File: src/sv/fault_code_debounce_table_assert.svh
// ----------------------------------------------------------------------------
// fault_code_debounce_table_assert.svh
// assertion macros used by the debounce table datapath (fcdt_dp)
// ----------------------------------------------------------------------------
`ifndef FAULT_CODE_DEBOUNCE_TABLE_ASSERT_SVH
`define FAULT_CODE_DEBOUNCE_TABLE_ASSERT_SVH

// property that must hold at every edge out of reset
`define FCDT_ASSERT_NOW(lbl, prop, msg) \
  lbl: assert property (@(posedge clk_i) disable iff (!rst_ni) (prop)) else $error(msg);

// same-cycle implication
`define FCDT_ASSERT_IMPL(lbl, ante, cons, msg) \
  lbl: assert property (@(posedge clk_i) disable iff (!rst_ni) (ante) |-> (cons)) \
    else $error(msg);

// next-cycle implication
`define FCDT_ASSERT_NEXT(lbl, ante, cons, msg) \
  lbl: assert property (@(posedge clk_i) disable iff (!rst_ni) (ante) |=> (cons)) \
    else $error(msg);

`endif

File: src/sv/fcdt_pkg.sv
// ----------------------------------------------------------------------------
// fcdt_pkg
// types, constants and helpers of the fault code debounce table
// ----------------------------------------------------------------------------
`timescale 1ns / 1ps

package fcdt_pkg;

  localparam int unsigned FCDT_ENTRIES = 16;
  localparam int unsigned CFG_AW       = 2;
  localparam int unsigned CFG_DW       = 4;
  localparam int unsigned CODE_W       = 32;
  localparam int unsigned CNT_W        = 4;
  localparam int unsigned SEV_W        = 3;

  localparam logic [CNT_W-1:0] CNT_MAX        = 4'hF;
  localparam logic [CNT_W-1:0] RST_FAULT_LIM  = 4'd3;
  localparam logic [CNT_W-1:0] RST_HEAL_LIM   = 4'd3;
  localparam logic [SEV_W-1:0] RST_CRIT_LEVEL = 3'd3;

  typedef enum logic [CFG_AW-1:0] {
    CFG_FAULT_LIMIT = 2'd0,
    CFG_HEAL_LIMIT  = 2'd1,
    CFG_CRIT_LEVEL  = 2'd2
  } cfg_reg_e;

  typedef enum logic {
    OP_REPORT = 1'b0,
    OP_CLEAR  = 1'b1
  } op_e;

  typedef enum logic [1:0] {
    ST_IDLE,
    ST_SEARCH,
    ST_FINISH
  } fcdt_state_e;

  typedef struct packed {
    logic              operation;
    logic [CODE_W-1:0] fault_code;
    logic              fault_seen;
    logic [SEV_W-1:0]  severity;
  } in_req_t;

  typedef struct packed {
    logic              status;
    logic              raise_event;
    logic              clear_event;
    logic [CODE_W-1:0] code_out;
  } out_rsp_t;

  typedef struct packed {
    logic [CNT_W-1:0] fault_limit;
    logic [CNT_W-1:0] heal_limit;
    logic [SEV_W-1:0] critical_level;
  } cfg_t;

  // one table entry as stored in the memory
  typedef struct packed {
    logic [CODE_W-1:0] code;
    logic [CNT_W-1:0]  fault_cnt;
    logic [CNT_W-1:0]  heal_cnt;
    logic              active;
  } entry_t;

  typedef struct packed {
    logic load;
    logic search;
    logic finish;
  } fcdt_cmd_t;

  typedef struct packed {
    logic op_clear;
    logic hit;
    logic miss;
    logic out_busy;
  } fcdt_sts_t;

  function automatic logic [CNT_W-1:0] sat_inc(input logic [CNT_W-1:0] v);
    return (v == CNT_MAX) ? v : v + 4'd1;
  endfunction

endpackage

File: src/sv/fcdt_ctrl.sv
// ----------------------------------------------------------------------------
// fcdt_ctrl
// sequencer: takes a request, walks the table search, then writes back
// ----------------------------------------------------------------------------
`timescale 1ns / 1ps

module fcdt_ctrl (
  input  logic               clk_i,
  input  logic               rst_ni,
  input  logic               in_valid_i,
  output logic               in_stall_o,
  input  fcdt_pkg::fcdt_sts_t sts_i,
  output fcdt_pkg::fcdt_cmd_t cmd_o
);
  import fcdt_pkg::*;

  fcdt_state_e state_q, state_d;

  always_ff @(posedge clk_i or negedge rst_ni) begin
    if (!rst_ni) begin
      state_q <= ST_IDLE;
    end else begin
      state_q <= state_d;
    end
  end

  always_comb begin
    state_d = state_q;
    unique case (state_q)
      ST_IDLE: begin
        if (in_valid_i) state_d = ST_SEARCH;
      end
      ST_SEARCH: begin
        if (sts_i.op_clear || sts_i.hit || sts_i.miss) state_d = ST_FINISH;
      end
      ST_FINISH: begin
        if (!sts_i.out_busy) state_d = ST_IDLE;
      end
      default: state_d = ST_IDLE;
    endcase
  end

  always_comb begin
    in_stall_o = 1'b1;
    cmd_o      = '0;
    unique case (state_q)
      ST_IDLE: begin
        in_stall_o  = 1'b0;
        cmd_o.load  = in_valid_i;
      end
      ST_SEARCH: begin
        cmd_o.search = 1'b1;
      end
      ST_FINISH: begin
        // result register must be free before the write-back
        cmd_o.finish = !sts_i.out_busy;
      end
      default: begin
        in_stall_o = 1'b1;
      end
    endcase
  end

endmodule

File: src/sv/fcdt_dp.sv
// ----------------------------------------------------------------------------
// fcdt_dp
// datapath: request register, entry memory, search pointer, update logic
// and result register
// ----------------------------------------------------------------------------
`timescale 1ns / 1ps

module fcdt_dp #(
  parameter int unsigned ENTRIES = fcdt_pkg::FCDT_ENTRIES
) (
  input  logic                clk_i,
  input  logic                rst_ni,
  input  fcdt_pkg::cfg_t      cfg_i,
  input  fcdt_pkg::in_req_t   in_req_i,
  input  fcdt_pkg::fcdt_cmd_t cmd_i,
  output fcdt_pkg::fcdt_sts_t sts_o,
  output logic                out_valid_o,
  input  logic                out_stall_i,
  output fcdt_pkg::out_rsp_t  out_rsp_o
);
  import fcdt_pkg::*;

  localparam int unsigned AW = (ENTRIES > 1) ? $clog2(ENTRIES) : 1;
  localparam int unsigned CW = $clog2(ENTRIES + 1);
  localparam logic [CW-1:0] FULL_CNT = CW'(ENTRIES);

  entry_t mem [ENTRIES];

  in_req_t        req_q;
  logic [CW-1:0]  idx_q;
  logic [CW-1:0]  cmp_idx_q;
  logic           cmp_vld_q;
  entry_t         rd_q;
  logic           found_q;
  entry_t         ent_q;
  logic [AW-1:0]  hit_idx_q;
  logic [CW-1:0]  used_q, used_d;
  logic           out_valid_q;
  out_rsp_t       out_rsp_q;

  logic           idx_at_end;
  logic           rd_en;
  logic           hit;
  logic           full;
  logic           op_clear;
  logic           alloc;
  logic           wr_en;
  logic [AW-1:0]  wr_addr;
  entry_t         wr_ent;
  out_rsp_t       rsp;
  logic [CNT_W-1:0] f_inc, h_inc;

  assign op_clear   = (req_q.operation == OP_CLEAR);
  assign idx_at_end = (idx_q == used_q);
  assign rd_en      = cmd_i.search && !op_clear && !idx_at_end;
  assign hit        = cmp_vld_q && (rd_q.code == req_q.fault_code);
  assign full       = (used_q == FULL_CNT);

  assign sts_o.op_clear = op_clear;
  assign sts_o.hit      = hit;
  // nothing left to read and the last compare did not match
  assign sts_o.miss     = idx_at_end && !hit;
  assign sts_o.out_busy = out_valid_q && out_stall_i;

  // request capture, no reset needed
  always_ff @(posedge clk_i) begin
    if (cmd_i.load) req_q <= in_req_i;
  end

  always_ff @(posedge clk_i or negedge rst_ni) begin
    if (!rst_ni) begin
      idx_q     <= '0;
      cmp_vld_q <= 1'b0;
      found_q   <= 1'b0;
    end else begin
      cmp_vld_q <= rd_en;
      if (cmd_i.load) begin
        idx_q   <= '0;
        found_q <= 1'b0;
      end else begin
        if (rd_en) idx_q <= idx_q + 1'b1;
        if (cmd_i.search && hit) found_q <= 1'b1;
      end
    end
  end

  // table memory, registered read port
  always_ff @(posedge clk_i) begin
    if (rd_en) begin
      rd_q      <= mem[idx_q[AW-1:0]];
      cmp_idx_q <= idx_q;
    end
    if (wr_en) mem[wr_addr] <= wr_ent;
  end

  always_ff @(posedge clk_i) begin
    if (cmd_i.search && hit) begin
      ent_q     <= rd_q;
      hit_idx_q <= cmp_idx_q[AW-1:0];
    end
  end

  // entry update and result
  assign f_inc = sat_inc(ent_q.fault_cnt);
  assign h_inc = sat_inc(ent_q.heal_cnt);

  always_comb begin
    wr_ent           = ent_q;
    rsp.status       = 1'b0;
    rsp.raise_event  = 1'b0;
    rsp.clear_event  = 1'b0;
    rsp.code_out     = req_q.fault_code;
    wr_addr          = used_q[AW-1:0];
    priority if (op_clear) begin
      rsp.code_out = '0;
    end else if (found_q) begin
      wr_addr = hit_idx_q;
      if (req_q.fault_seen) begin
        wr_ent.fault_cnt = f_inc;
        wr_ent.heal_cnt  = '0;
        if ((f_inc > cfg_i.fault_limit) && !ent_q.active) begin
          wr_ent.active   = 1'b1;
          rsp.raise_event = 1'b1;
        end
      end else begin
        wr_ent.heal_cnt  = h_inc;
        wr_ent.fault_cnt = '0;
        if ((h_inc > cfg_i.heal_limit) && ent_q.active) begin
          wr_ent.active   = 1'b0;
          rsp.clear_event = 1'b1;
        end
      end
    end else if (!full) begin
      // new code takes the next free entry
      wr_ent.code      = req_q.fault_code;
      wr_ent.fault_cnt = req_q.fault_seen ? 4'd1 : 4'd0;
      wr_ent.heal_cnt  = req_q.fault_seen ? 4'd0 : 4'd1;
      wr_ent.active    = (req_q.severity == cfg_i.critical_level);
      rsp.raise_event  = wr_ent.active;
    end else begin
      rsp.status = 1'b1;
    end
  end

  assign wr_en = cmd_i.finish && !op_clear && (found_q || !full);
  assign alloc = cmd_i.finish && !op_clear && !found_q && !full;

  always_comb begin
    used_d = used_q;
    if (cmd_i.finish) begin
      if (op_clear) begin
        used_d = '0;
      end else if (!found_q && !full) begin
        used_d = used_q + 1'b1;
      end
    end
  end

  always_ff @(posedge clk_i or negedge rst_ni) begin
    if (!rst_ni) begin
      used_q      <= '0;
      out_valid_q <= 1'b0;
    end else begin
      used_q <= used_d;
      if (cmd_i.finish) begin
        out_valid_q <= 1'b1;
      end else if (!out_stall_i) begin
        out_valid_q <= 1'b0;
      end
    end
  end

  always_ff @(posedge clk_i) begin
    if (cmd_i.finish) out_rsp_q <= rsp;
  end

  assign out_valid_o = out_valid_q;
  assign out_rsp_o   = out_rsp_q;

`include "fault_code_debounce_table_assert.svh"

  `FCDT_ASSERT_NOW(a_used_bound, used_q <= FULL_CNT, "used entry count beyond table size")
  `FCDT_ASSERT_IMPL(a_hit_in_range, hit, cmp_idx_q < used_q, "match on an unused entry")
  `FCDT_ASSERT_NEXT(a_clear_empties, cmd_i.finish && op_clear, used_q == '0, "clear left entries")
  `FCDT_ASSERT_NEXT(a_alloc_grows, alloc, used_q == $past(used_q) + 1'b1, "no entry taken")

endmodule

File: src/sv/fault_code_debounce_table.sv
// ----------------------------------------------------------------------------
// fault_code_debounce_table
// counter-based fault debounce over a table of diagnostic trouble codes
// ----------------------------------------------------------------------------
// One request at a time. After a request is taken, the table is searched one
// entry per clock through the registered read port of the entry memory, then
// the FINISH state writes the entry back, unless the request is a clear or the
// table is full and the code new, and loads the result register. The search
// stops at the first matching entry; a clear request reads no entry. The next
// request is taken while a result still waits on out_stall_i; only the
// write-back waits for the result register.
// Table contents need no clearing after reset: only entries below the use
// count are ever read.
`timescale 1ns / 1ps

module fault_code_debounce_table #(
  parameter int unsigned ENTRIES = fcdt_pkg::FCDT_ENTRIES
) (
  input  logic                         clk_i,
  input  logic                         rst_ni,
  input  logic                         cfg_we_i,
  input  logic [fcdt_pkg::CFG_AW-1:0]  cfg_addr_i,
  input  logic [fcdt_pkg::CFG_DW-1:0]  cfg_wdata_i,
  input  logic                         in_valid_i,
  output logic                         in_stall_o,
  input  fcdt_pkg::in_req_t            in_req_i,
  output logic                         out_valid_o,
  input  logic                         out_stall_i,
  output fcdt_pkg::out_rsp_t           out_rsp_o
);
  import fcdt_pkg::*;

  cfg_t      cfg_q;
  fcdt_cmd_t cmd;
  fcdt_sts_t sts;

  always_ff @(posedge clk_i or negedge rst_ni) begin
    if (!rst_ni) begin
      cfg_q.fault_limit    <= RST_FAULT_LIM;
      cfg_q.heal_limit     <= RST_HEAL_LIM;
      cfg_q.critical_level <= RST_CRIT_LEVEL;
    end else if (cfg_we_i) begin
      unique case (cfg_addr_i)
        CFG_FAULT_LIMIT: cfg_q.fault_limit    <= cfg_wdata_i;
        CFG_HEAL_LIMIT:  cfg_q.heal_limit     <= cfg_wdata_i;
        CFG_CRIT_LEVEL:  cfg_q.critical_level <= cfg_wdata_i[SEV_W-1:0];
        default: begin
          // unmapped index, write ignored
        end
      endcase
    end
  end

  fcdt_ctrl u_ctrl (
    .clk_i      (clk_i),
    .rst_ni     (rst_ni),
    .in_valid_i (in_valid_i),
    .in_stall_o (in_stall_o),
    .sts_i      (sts),
    .cmd_o      (cmd)
  );

  fcdt_dp #(
    .ENTRIES (ENTRIES)
  ) u_dp (
    .clk_i       (clk_i),
    .rst_ni      (rst_ni),
    .cfg_i       (cfg_q),
    .in_req_i    (in_req_i),
    .cmd_i       (cmd),
    .sts_o       (sts),
    .out_valid_o (out_valid_o),
    .out_stall_i (out_stall_i),
    .out_rsp_o   (out_rsp_o)
  );

endmodule
File: config.mk
export PLATFORM = sky130hd
export DESIGN_NAME = fault_code_debounce_table
export DESIGN_NICKNAME = d
export VERILOG_FILES = /design/src/sv/fcdt_pkg.sv /design/src/sv/fcdt_ctrl.sv /design/src/sv/fcdt_dp.sv /design/src/sv/fault_code_debounce_table.sv
export VERILOG_INCLUDE_DIRS = /design/src /design/src/sv
export SDC_FILE = /design/constraint.sdc
export NUM_CORES = 1
export LEC_CHECK = 0
export ABC_CLOCK_PERIOD_IN_PS = 18650
export BUFFER_PORTS_ARGS = -buffer_cell sky130_fd_sc_hd__buf_2
export CAP_MARGIN = 20
export CORE_MARGIN = 2
export CORE_UTILIZATION = 60
export CTS_CLUSTER_SIZE = 40
export DETAILED_ROUTE_END_ITERATION = 7
export HOLD_SLACK_MARGIN = 0.1
export MAX_ROUTING_LAYER = met4
export PLACE_DENSITY = 0.77
export SYNTH_ARGS = -nofsm -noshare
export SYNTH_HDL_FRONTEND = slang
export SYNTH_HIERARCHICAL = 1
export SYNTH_SLANG_ARGS = --single-unit
File: constraint.sdc
create_clock -name clk_i -period 18.65 [get_ports clk_i]
set_input_delay 0.9325 -clock clk_i [delete_from_list [all_inputs] [get_ports clk_i]]
set_output_delay 0.9325 -clock clk_i [all_outputs]
set_load 0.005 [all_outputs]
==> results of run 1 <==
## path summary, 6_finish.rpt
| path | from | endpoint | slack (ns) | cells after the start |
|---|---|---|---|---|
| worst max register to register | u_dp/op_clear | u_dp/mem[9][10] | 14.77 | 7 |
| max in group asynchronous | rst_ni | u_dp/idx_q[1] | 17.86 | 1 |
| worst min register to register | u_dp/cmp_idx_q[2] | u_dp/hit_idx_q[2] | 0.42 | 0 |
| min in group clk_i | u_dp/cmp_idx_q[2] | u_dp/hit_idx_q[2] | 0.42 | 0 |
| worst min-delay path | rst_ni | u_dp/cmp_vld_q | 0.32 | 1 |
| worst max-delay path | u_dp/op_clear | u_dp/mem[9][10] | 14.77 | 7 |
## per-layer routing
layer  routed length, um  share of wire [%]
met1               27700                 39
met2               34700                 49
met3                6210                8.8
met4                2040                2.9
met5                   0                  0
## sequential cells by signal, summed over array words and instances, names as in the netlist, 2 cells and up
signal          cells
u_dp/idx_q          5
u_dp/req_q         36
cfg_q              11
u_dp/out_rsp_o     35
u_dp/mem          656
u_dp/hit_idx_q      4
u_dp/cmp_idx_q      4
u_dp/used_q         5
u_ctrl/state_q      2
u_dp/ent_q         41
u_dp/rd_q          41
## synth_stat cells, types with 3 or more instances
| cell type | instances |
|---|---|
| dfstp_2 | 6 |
| a31oi_1 | 5 |
| buf_2 | 10 |
| a21oi_1 | 6 |
| nor3b_1 | 3 |
| xor2_1 | 39 |
| o21ai_0 | 7 |
| buf_4 | 8 |
| a32o_1 | 3 |
| mux2i_1 | 5 |
| clkbuf_1 | 23 |
| mux4_1 | 45 |
| nor4_1 | 7 |
| nand2b_1 | 3 |
| a211oi_1 | 3 |
| inv_1 | 14 |
| ha_1 | 13 |
| nor2b_1 | 35 |
| nand4_1 | 6 |
| mux4_2 | 160 |
| nand3_1 | 8 |
| nor2_1 | 41 |
| o22ai_1 | 3 |
| dfrtp_1 | 20 |
| buf_1 | 9 |
| edfxtp_1 | 818 |
| xnor2_1 | 7 |
| a21o_1 | 4 |
| mux2_2 | 45 |
| nand2_1 | 9 |
| a22o_1 | 5 |
| nor3_1 | 9 |
| buf_12 | 7 |
| buf_6 | 9 |
## power groups by stage
| stage | clock network [mW] | logic, mW | registers [mW] |
|---|---|---|---|
| after floorplan | 0 | 0.458 | 2.34 |
| after global placement | 0 | 0.577 | 2.38 |
| after detailed placement | 0 | 0.597 | 2.38 |
| after CTS | 1.63 | 0.605 | 2.34 |
| after global routing | 1.70 | 0.648 | 2.35 |
| final | 1.61 | 0.602 | 2.34 |
## final cells by class
class	count	area, sq um
sequential	844	25200
fill	3187	17400
multi-input combinational	495	7120
clock buffer	95	2110
tap	696	871
timing repair buffer	116	681
clock inverter	55	490
inverter	15	56.3
## worst register-to-register path, cell delays in order, from the launching register on
cell	delay [ns]
edfxtp_1	0.36
buf_4	0.33
nor2b_1	0.33
buf_4	0.26
mux2i_1	0.35
nand4_1	0.45
nor2_4	0.83
buf_4	0.59
## kinds of logic (layout without fill, tap and decap cells)
logic type,after synthesis,after routing,synth area share [%]
AOI/OAI and AO/OA,43,43,0.910
and+or+nand+nor,138,138,2.34
DFF,844,844,77.1
adders and majority gates,13,13,0.497
buffers and inverters,81,281,1.61
muxes,255,255,16.3
xor gates and xnor gates,46,46,1.23
==> impl_metrics.py, run 1 <==
metrics = {
    "cts": {
        "cts_max_path_buffers": 3,
        "cts_setup_buffers": 0,
        "clock-sinks": 844,
        "clk_latency_ns": 0.64,
        "cts_tree": "done",
        "numCtsBuffers": 81,
        "cts_resized": 0,
        "hold_buffers": 0,
        "htree_num_levels": 3,
        "clockRootBuffer": "clkbuf_16",
        "clkTransAtPathRegs_ns": 0.06,
    },
    "timing": {
        "max_slew_margin_pct": 30.8,
        "layout_setup_ws_ns": 14.77,
        "finalMaxSlewViolations": 0,
        "worst_pin_slew_ns": 1.04,
        "setup_viol": 0,
        "finalCritPeriodShare_pct": 20.8,
        "tns_ns": 0,
        "layout_min_cycle_time_ns": 3.88,
        "fmax_mhz": 257,
        "fin_skew_ns": 0.0274,
        "hold_violations": 0,
        "rsz0062_at_grt": "false",
        "holdWs_ns": 0.321,
    },
    "route": {
        "vias": 15200,
        "wirelength_mm": 70.6,
        "drc": 0,
        "dr.pass1.iters": 5,
        "antenna_left": 0,
        "avgRoutedWirePerCell_um": 30.5,
        "drtIter0Drc": 1958,
        "via_per_inst": 6.56,
    },
    "critical_path": {
        "endpoint_kind": "flip-flop",
        "cp_top_family": "simple AND/OR/NAND/NOR gates",
        "critPathSlowestCell": "nor2_4",
        "slowest_delay_ns": 0.83,
        "arrival_ns": 4.15,
        "worstPathCellList": "buf_4 > nor2b_1 > buf_4 > mux2i_1 > nand4_1 > nor2_4 > buf_4",
        "startpoint_type": "flip-flop",
        "path_class": "reg2reg",
        "crit_buf_inv": 3,
        "required_ns": 18.92,
        "path_max_fanout": 47,
        "cp_common_cell": "buf_4",
    },
    "logic_synthesis": {
        "synth_cells": 1420,
        "synth_top_area_share_pct": 75.1,
        "synth_top_area_cell": "edfxtp_1",
        "synth-seq-cells": 844,
        "netlist_area_sq_um": 32700,
        "synthFlopType": "edfxtp_1",
        "yosysUniqueCellTypes": 53,
        "synthArstFlopShare_pct": 3.08,
        "syn_area_per_cell_sq_um": 23.0,
        "synth_edf_count": 818,
        "synth.area.top_cells": "edfxtp_1 75%, mux4_2 11%, mux4_1 3.6%",
        "yosys_warnings": 6,
        "synthesis.nets": 1481,
        "ys_seq_area_share_pct": 77.1,
    },
    "floorplan": {
        "die_y_um": 238,
        "die_area_sq_um": 56400,
        "initial_core_util_pct": 60.7,
        "pin_count": 85,
        "chipWidth_um": 238,
        "num_rows": 85,
        "core_region_area_sq_um": 53900,
    },
    "global_route": {
        "grtUsageMet1_pct": 37.2,
        "use_met3_pct": 4.61,
        "grt_pass1_wl_mm": 105,
        "track_usage_pct": 26.9,
        "grt_max_degree": 72,
        "met2_usage_pct": 42.1,
        "grt-ovfl-total": 0,
        "grt_pass1_vias": 15700,
        "busiest_layer": "met2",
        "antenna_found_initial": 0,
    },
    "power_and_ir_drop": {
        "peakVddDrop_mv": 0.0897,
        "p_int_mw": 3.44,
        "p_sw_mw": 1.11,
        "combPwrFrac_pct": 13.2,
        "p_leak_nw": 11.6,
        "power_mw": 4.55,
        "pwr-share-seq_pct": 51.4,
        "power_density_nw_per_um2": 125,
        "p_sw_share_pct": 24.4,
        "clock_power_share_pct": 35.4,
    },
    "placement": {
        "port_buffers": 84,
        "dpl.cell_count": 2164,
        "placed_area_sq_um": 33900,
        "dp_worst_setup_slack_ns": 14.43,
        "hpwlAfterDp_mm": 34.1,
        "place.gp.congestion": 0.816,
    },
    "layout": {
        "fin_cells": 2316,
        "antennaDiodeCount": 0,
        "areaGrowthSynthToFinish_pct": 11.7,
        "nets": 1614,
        "drive_above_1_share_pct": 29.6,
        "fin_area_sq_um": 36600,
        "final_util_pct": 67.8,
        "layout_common_cells": "818 x edfxtp_1, 160 x mux4_2, 84 x buf_2, 82 x clkbuf_16",
        "final_common_cell": "edfxtp_1",
    },
    "run": {
        "maxCapViolations": 0,
    },
    "run_status": {
        "status": "finished clean",
    },
    "min_path": {
        "hp-class": "in2async",
    },
}
(Power assumes the default switching activity.)
==> run 2: changes to the inputs <==
--- a/config.mk
+++ b/config.mk
@@ -6,16 +6,16 @@
 export SDC_FILE = /design/constraint.sdc
 export NUM_CORES = 1
 export LEC_CHECK = 0
-export ABC_CLOCK_PERIOD_IN_PS = 18650
+export ABC_CLOCK_PERIOD_IN_PS = 3100
 export BUFFER_PORTS_ARGS = -buffer_cell sky130_fd_sc_hd__buf_2
 export CAP_MARGIN = 20
 export CORE_MARGIN = 2
-export CORE_UTILIZATION = 60
+export CORE_UTILIZATION = 56
 export CTS_CLUSTER_SIZE = 40
 export DETAILED_ROUTE_END_ITERATION = 7
 export HOLD_SLACK_MARGIN = 0.1
 export MAX_ROUTING_LAYER = met4
-export PLACE_DENSITY = 0.77
+export PLACE_DENSITY = 0.76
 export SYNTH_ARGS = -nofsm -noshare
 export SYNTH_HDL_FRONTEND = slang
 export SYNTH_HIERARCHICAL = 1
==> constraint.sdc (replaced) <==
create_clock -name clk_i -period 3.1 [get_ports clk_i]
set_input_delay 0.155 -clock clk_i [delete_from_list [all_inputs] [get_ports clk_i]]
set_output_delay 0.155 -clock clk_i [all_outputs]
set_load 0.005 [all_outputs]
==> run 2 against run 1 <==
Compared with the run above: register-to-register slack worse by 15 ns; cell count is 6.6% higher; maximum frequency is 32% higher; sequential power grew to 6.0 times the previous value; wire length is 3.6% higher; count of clock-buffer cells in the layout is 13 higher; global-route usage is 1.1 points lower; sequential share of layout area is 2.4 points lower; largest cell class unchanged; final area is 3.6% higher; non-clock buffer count is 81 higher; die area is 7.0% higher; setup slack worse by 15 ns.
==> impl_metrics.py, run 2 (synthesis gave the netlist of run 1 again) <==
metrics = {
    "floorplan": {
        "num_rows": 88,
        "initial_core_util_pct": 56.7,
        "core_region_area_sq_um": 57700,
        "pin_count": 85,
        "die_y_um": 246,
        "die_area_sq_um": 60400,
        "chipWidth_um": 246,
    },
    "timing": {
        "rsz0062_at_grt": "false",
        "finalMaxSlewViolations": 0,
        "holdWs_ns": 0.230,
        "max_slew_margin_pct": 33.7,
        "fin_skew_ns": 0.0252,
        "finalCritPeriodShare_pct": 95.0,
        "hold_violations": 0,
        "tns_ns": 0,
        "setup_viol": 0,
        "layout_min_cycle_time_ns": 2.94,
        "fmax_mhz": 340,
        "worst_pin_slew_ns": 0.992,
    },
    "critical_path": {
        "required_ns": 3.36,
        "startpoint_type": "flip-flop",
        "endpoint_kind": "flip-flop",
        "path_class": "reg2reg",
        "arrival_ns": 3.20,
        "path_max_fanout": 16,
    },
    "layout": {
        "n_fill_cell": 3568,
        "multi_input_area_sq_um": 7150,
        "layout_common_cells": "818 x edfxtp_1, 160 x mux4_2, 86 x clkbuf_16, 84 x buf_2, 53 x dlygate4sd3_1",
        "fin_cells": 2468,
        "final_common_cell": "edfxtp_1",
        "largest_reg_flops": 656,
        "areaGrowthSynthToFinish_pct": 15.7,
        "nets": 1698,
        "reg_top3": "u_dp/mem x656, u_dp/ent_q x41, u_dp/rd_q x41",
        "largest_register": "u_dp/mem",
        "ff_latch_area_sq_um": 25200,
        "fin_area_sq_um": 37900,
        "antennaDiodeCount": 0,
        "drive_above_1_share_pct": 29.8,
    },
    "cts": {
        "clock-sinks": 844,
        "clk_latency_ns": 0.64,
        "htree_num_levels": 3,
        "numCtsBuffers": 84,
        "cts_tree": "done",
        "clkTransAtPathRegs_ns": 0.06,
        "cts_max_path_buffers": 3,
        "clockRootBuffer": "clkbuf_16",
    },
    "global_route": {
        "grt-ovfl-total": 0,
        "grt_pass1_wl_mm": 108,
        "track_usage_pct": 25.8,
        "met2_usage_pct": 41.7,
        "grt_max_degree": 80,
        "antenna_found_initial": 0,
        "use_met3_pct": 4.04,
        "busiest_layer": "met2",
        "grt_pass1_vias": 16100,
        "grtUsageMet1_pct": 35.0,
    },
    "route": {
        "via_per_inst": 6.31,
        "avgRoutedWirePerCell_um": 29.6,
        "dr.pass1.iters": 6,
        "antenna_left": 0,
        "vias": 15600,
        "wirelength_mm": 73.1,
        "drtIter0Drc": 1969,
        "drc": 0,
    },
    "min_path": {
        "hp-class": "in2reg",
    },
    "run_status": {
        "status": "finished clean",
    },
    "placement": {
        "place.gp.congestion": 0.792,
        "port_buffers": 84,
        "hpwlAfterDp_mm": 38.2,
        "placed_area_sq_um": 34600,
        "dpl.cell_count": 2263,
    },
    "power_and_ir_drop": {
        "power_density_nw_per_um2": 737,
        "p_leak_nw": 12.1,
        "peakVddDrop_mv": 0.516,
    },
    "run": {
        "maxCapViolations": 0,
    },
}
==> run 2: cell type report <==
| cell class | count | area share [%] |
|---|---|---|
| multi-input cells | 495 | 18.9 |
| clock inverters | 44 | 1.22 |
| clock buffers | 108 | 5.90 |
| repair buffers | 197 | 4.69 |
| inverters | 15 | 0.155 |
| flip-flops and latches | 844 | 66.6 |
| well taps | 765 | 2.53 |
==> run 2: timing repair <==
| action | CTS | global route |
|---|---|---|
| gates resized for setup | 1 | 0 |
| hold buffers | 53 | 0 |
| endpoints found under the setup margin | 16 | 0 |
| setup buffers | 0 | 0 |
| hold endpoints to repair | 88 | 0 |
==> run 2: final timing paths <==
path	start	end	slack (ns)	depth (start not counted)
min reg2reg	u_dp/cmp_idx_q[3]	u_dp/hit_idx_q[3]	0.43	0
max in group asynchronous	rst_ni	u_dp/idx_q[1]	0.91	4
max	u_dp/ent_q[6]	u_dp/mem[12][0]	0.16	9
min	in_req_i[23]	u_dp/req_q[23]	0.23	2
max reg2reg	u_dp/ent_q[6]	u_dp/mem[12][0]	0.16	9
min in group asynchronous	rst_ni	cfg_q[0]	0.64	3
==> run 2: report_power, final <==
group	switching [mW]	leakage (nW)	internal, mW	total (mW)
logic	2.26	3.09	1.77	4.02
registers	0.400	7.72	13.6	14.0
clock network	4.22	1.29	5.64	9.86
total	6.88	12.1	21.0	27.9
==> run 2: through the flow <==
step                power, mW  worst slack, ns  utilization [%]
floorplan                16.9           -0.654                -
global route             28.8          0.00722             65.6
finish                   27.9            0.156             65.6
CTS                      28.1            0.168             65.6
detailed placement       18.2           0.0212             60.0
global placement         18.1            0.134             60.0
==> run 2: metal layers <==
layer / routed length, um / vias up
li1: - / 6394
met1: 28700 / 8268
met2: 37300 / 803
met3: 5670 / 106
met4: 1470 / 0
met5: 0 / -
==> run 2: worst max-delay path, stage by stage (launching register included) <==
cell and delay, ns:
edfxtp_1 0.43, ha_1 0.26, nand3_1 0.18, mux2_2 0.38, ha_1 0.29, nor2b_1 0.13, o21a_1 0.16, o21a_1 0.16
o2111ai_1 0.24, nand3_2 0.33
==> run 3: changes to the inputs <==
--- a/config.mk
+++ b/config.mk
@@ -11,6 +11,7 @@
 export CAP_MARGIN = 20
 export CORE_MARGIN = 2
 export CORE_UTILIZATION = 56
+export CTS_CLUSTER_DIAMETER = 120
 export CTS_CLUSTER_SIZE = 40
 export DETAILED_ROUTE_END_ITERATION = 7
 export HOLD_SLACK_MARGIN = 0.1
==> constraint.sdc (replaced) <==
create_clock -name clk_i -period 3.1 [get_ports clk_i]
set_input_delay 0.31 -clock clk_i [delete_from_list [all_inputs] [get_ports clk_i]]
set_output_delay 0.31 -clock clk_i [all_outputs]
set_load 0.005 [all_outputs]
==> run 3 against run 2 <==
Compared with the run above: setup slack lost 0.046 ns; core utilization shrank 3.6 points; non-clock buffer count shrank 8; power shrank 19%; wire length shrank 8.2%; cell count shrank 5.0%; critical path depth shrank 3; global-route usage shrank 2.7 points; sequential share of layout area grew 3.8 points; die area is the same; largest power group unchanged; first-iteration DRC count shrank 5.8%.
==> impl_metrics.py, run 3 (synthesis gave the netlist of run 1 again) <==
metrics = {
    "run_status": {
        "status": "finished clean",
    },
    "timing": {
        "finalMaxSlewViolations": 0,
        "fmax_mhz": 334,
        "finalCritPeriodShare_pct": 96.5,
        "layout_min_cycle_time_ns": 2.99,
        "max_slew_margin_pct": 36.0,
        "hold_violations": 0,
        "fin_skew_ns": 0.0385,
        "worst_pin_slew_ns": 0.956,
        "setup_viol": 0,
        "rsz0062_at_grt": "false",
    },
    "layout": {
        "final_common_cell": "edfxtp_1",
        "drive_above_1_share_pct": 26.7,
        "areaGrowthSynthToFinish_pct": 9.44,
        "final_util_pct": 62.1,
        "multi_input_area_sq_um": 7150,
        "n_fill_cell": 3810,
        "reg_top3": "u_dp/mem x656, u_dp/ent_q x41, u_dp/rd_q x41",
        "layout_common_cells": "818 x edfxtp_1, 160 x mux4_2, 84 x buf_2, 45 x mux2_2, 45 x mux4_1",
        "ff_latch_area_sq_um": 25200,
        "largest_register": "u_dp/mem",
        "largest_reg_flops": 656,
        "antennaDiodeCount": 0,
        "nets": 1631,
    },
    "power_and_ir_drop": {
        "peakVddDrop_mv": 0.521,
        "pwr-share-seq_pct": 61.8,
        "power_density_nw_per_um2": 630,
        "p_sw_mw": 5.65,
        "p_int_mw": 16.9,
        "clock_power_share_pct": 20.5,
        "p_leak_nw": 11.1,
        "p_sw_share_pct": 25.0,
        "combPwrFrac_pct": 17.8,
        "power_mw": 22.6,
    },
    "cts": {
        "clk_latency_ns": 0.64,
        "htree_num_levels": 1,
        "clock-sinks": 844,
        "cts_tree": "done",
        "clkTransAtPathRegs_ns": 0.13,
        "cts_max_path_buffers": 3,
        "clockRootBuffer": "clkbuf_16",
        "numCtsBuffers": 25,
        "cts_setup_buffers": 0,
    },
    "floorplan": {
        "die_area_sq_um": 60400,
        "initial_core_util_pct": 56.7,
        "chipWidth_um": 246,
        "core_region_area_sq_um": 57700,
        "num_rows": 88,
        "pin_count": 85,
        "die_y_um": 246,
    },
    "route": {
        "wirelength_mm": 67.1,
        "drtIter0Drc": 1854,
        "antenna_left": 0,
        "avgRoutedWirePerCell_um": 28.6,
        "drc": 0,
        "vias": 14700,
        "dr.pass1.iters": 5,
        "via_per_inst": 6.29,
    },
    "critical_path": {
        "arrival_ns": 3.28,
        "required_ns": 3.39,
        "path_max_fanout": 20,
        "path_class": "reg2reg",
        "endpoint_kind": "flip-flop",
        "worstPathCellList": "xor2_1 > nor4_1 > nand4_1 > nor3_1 > and2_2 > buf_4",
        "crit_buf_inv": 1,
        "startpoint_type": "flip-flop",
        "critPathSlowestCell": "nor4_1",
        "cp_top_family": "simple AND/OR/NAND/NOR gates",
        "slowest_delay_ns": 0.56,
    },
    "placement": {
        "place.gp.congestion": 0.769,
        "hpwlAfterDp_mm": 38.0,
        "port_buffers": 84,
    },
    "global_route": {
        "antenna_found_initial": 0,
        "track_usage_pct": 23.1,
        "grt_pass1_wl_mm": 98.0,
        "grt-ovfl-total": 0,
        "grt_max_degree": 83,
        "grt_pass1_vias": 14900,
    },
    "run": {
        "maxCapViolations": 0,
    },
    "min_path": {
        "hp-class": "in2reg",
    },
}
[run 3: changes by cell type in the layout (fill, tap and decap cells not counted), moves of 2 or more]
cell	change
clkinv_1	-14
clkinv_8	-3
clkinv_4	-2
inv_16	+2
dlygate4sd3_1	-10
bufinv_16	-6
clkbuf_1	-13
clkbuf_16	-61
clkinv_2	-11
clkinv_16	-2
clkinvlp_4	-5
[run 3: stage by stage]
| stage | hold WS, ns | worst slack [ns] | TNS (ns) | cells | area, sq um |
|---|---|---|---|---|---|
| finish | 0.130 | 0.110 | 0 | 2345 | 35800 |
| global placement | 0.333 | 0.115 | 0 | 2265 | 34700 |
| global route | 0.125 | 0.0240 | 0 | 2345 | 35800 |
| detailed placement | 0.342 | 0.0467 | 0 | 2265 | 34700 |
| floorplan | 0.0144 | -0.654 | -283.49 | 1420 | 32800 |
| CTS | 0.105 | 0.0394 | 0 | 2345 | 35800 |
[run 3: timing repair]
item | 4_1_cts | 5_1_grt
hold endpoints to repair | 76 | 0
gates resized for setup | 0 | 1
hold buffers | 43 | 0
endpoints found under the setup margin | 0 | 16
[run 3: power groups by stage]
stage	sequential (mW)	combinational, mW	clock [mW]
floorplan	14.1	2.82	0
global placement	14.2	3.89	0
detailed placement	14.2	3.97	0
CTS	13.9	4.04	4.73
global route	14.0	4.28	5.02
finish	13.9	4.01	4.62
[run 3: path summary, 6_finish.rpt]
check                               start            end  slack (ns)  cells after the start
setup / recovery           u_dp/req_q[15]  u_dp/ent_q[8]        0.11                      6
hold / removal              cfg_addr_i[0]       cfg_q[9]        0.13                      3
setup reg to reg           u_dp/req_q[15]  u_dp/ent_q[8]        0.11                      6
hold reg to reg              u_dp/rd_q[8]  u_dp/ent_q[8]        0.44                      0
max in group asynchronous          rst_ni  u_dp/idx_q[3]        2.47                      2
min in group asynchronous          rst_ni   u_dp/found_q        0.20                      2
[run 3: final cells by class]
type | count | share of cell area [%]
tap | 765 | 2.67
clock buffer | 34 | 1.84
multi-input combinational | 495 | 20.0
timing repair buffer | 189 | 4.76
sequential | 844 | 70.5
inverter | 15 | 0.164
clock inverter | 3 | 0.136
[run 3: metal layers]
| metal | share of wire, % | track usage [%] | wire, um | vias to the layer above |
|---|---|---|---|---|
| met5 | 0 | - | 0 | - |
| met4 | 2.0 | 4.83 | 1330 | 0 |
| met3 | 8.5 | 3.44 | 5700 | 84 |
| met2 | 50 | 37.1 | 33400 | 669 |
| met1 | 40 | 32.2 | 26700 | 7806 |
| li1 | - | - | - | 6189 |
[run 3: worst register-to-register path, stage by stage, from the launching register on]
cell and delay (ns):
edfxtp_1 0.53, xor2_1 0.22, nor4_1 0.56, nand4_1 0.32, nor3_1 0.42, and2_2 0.26, buf_4 0.33
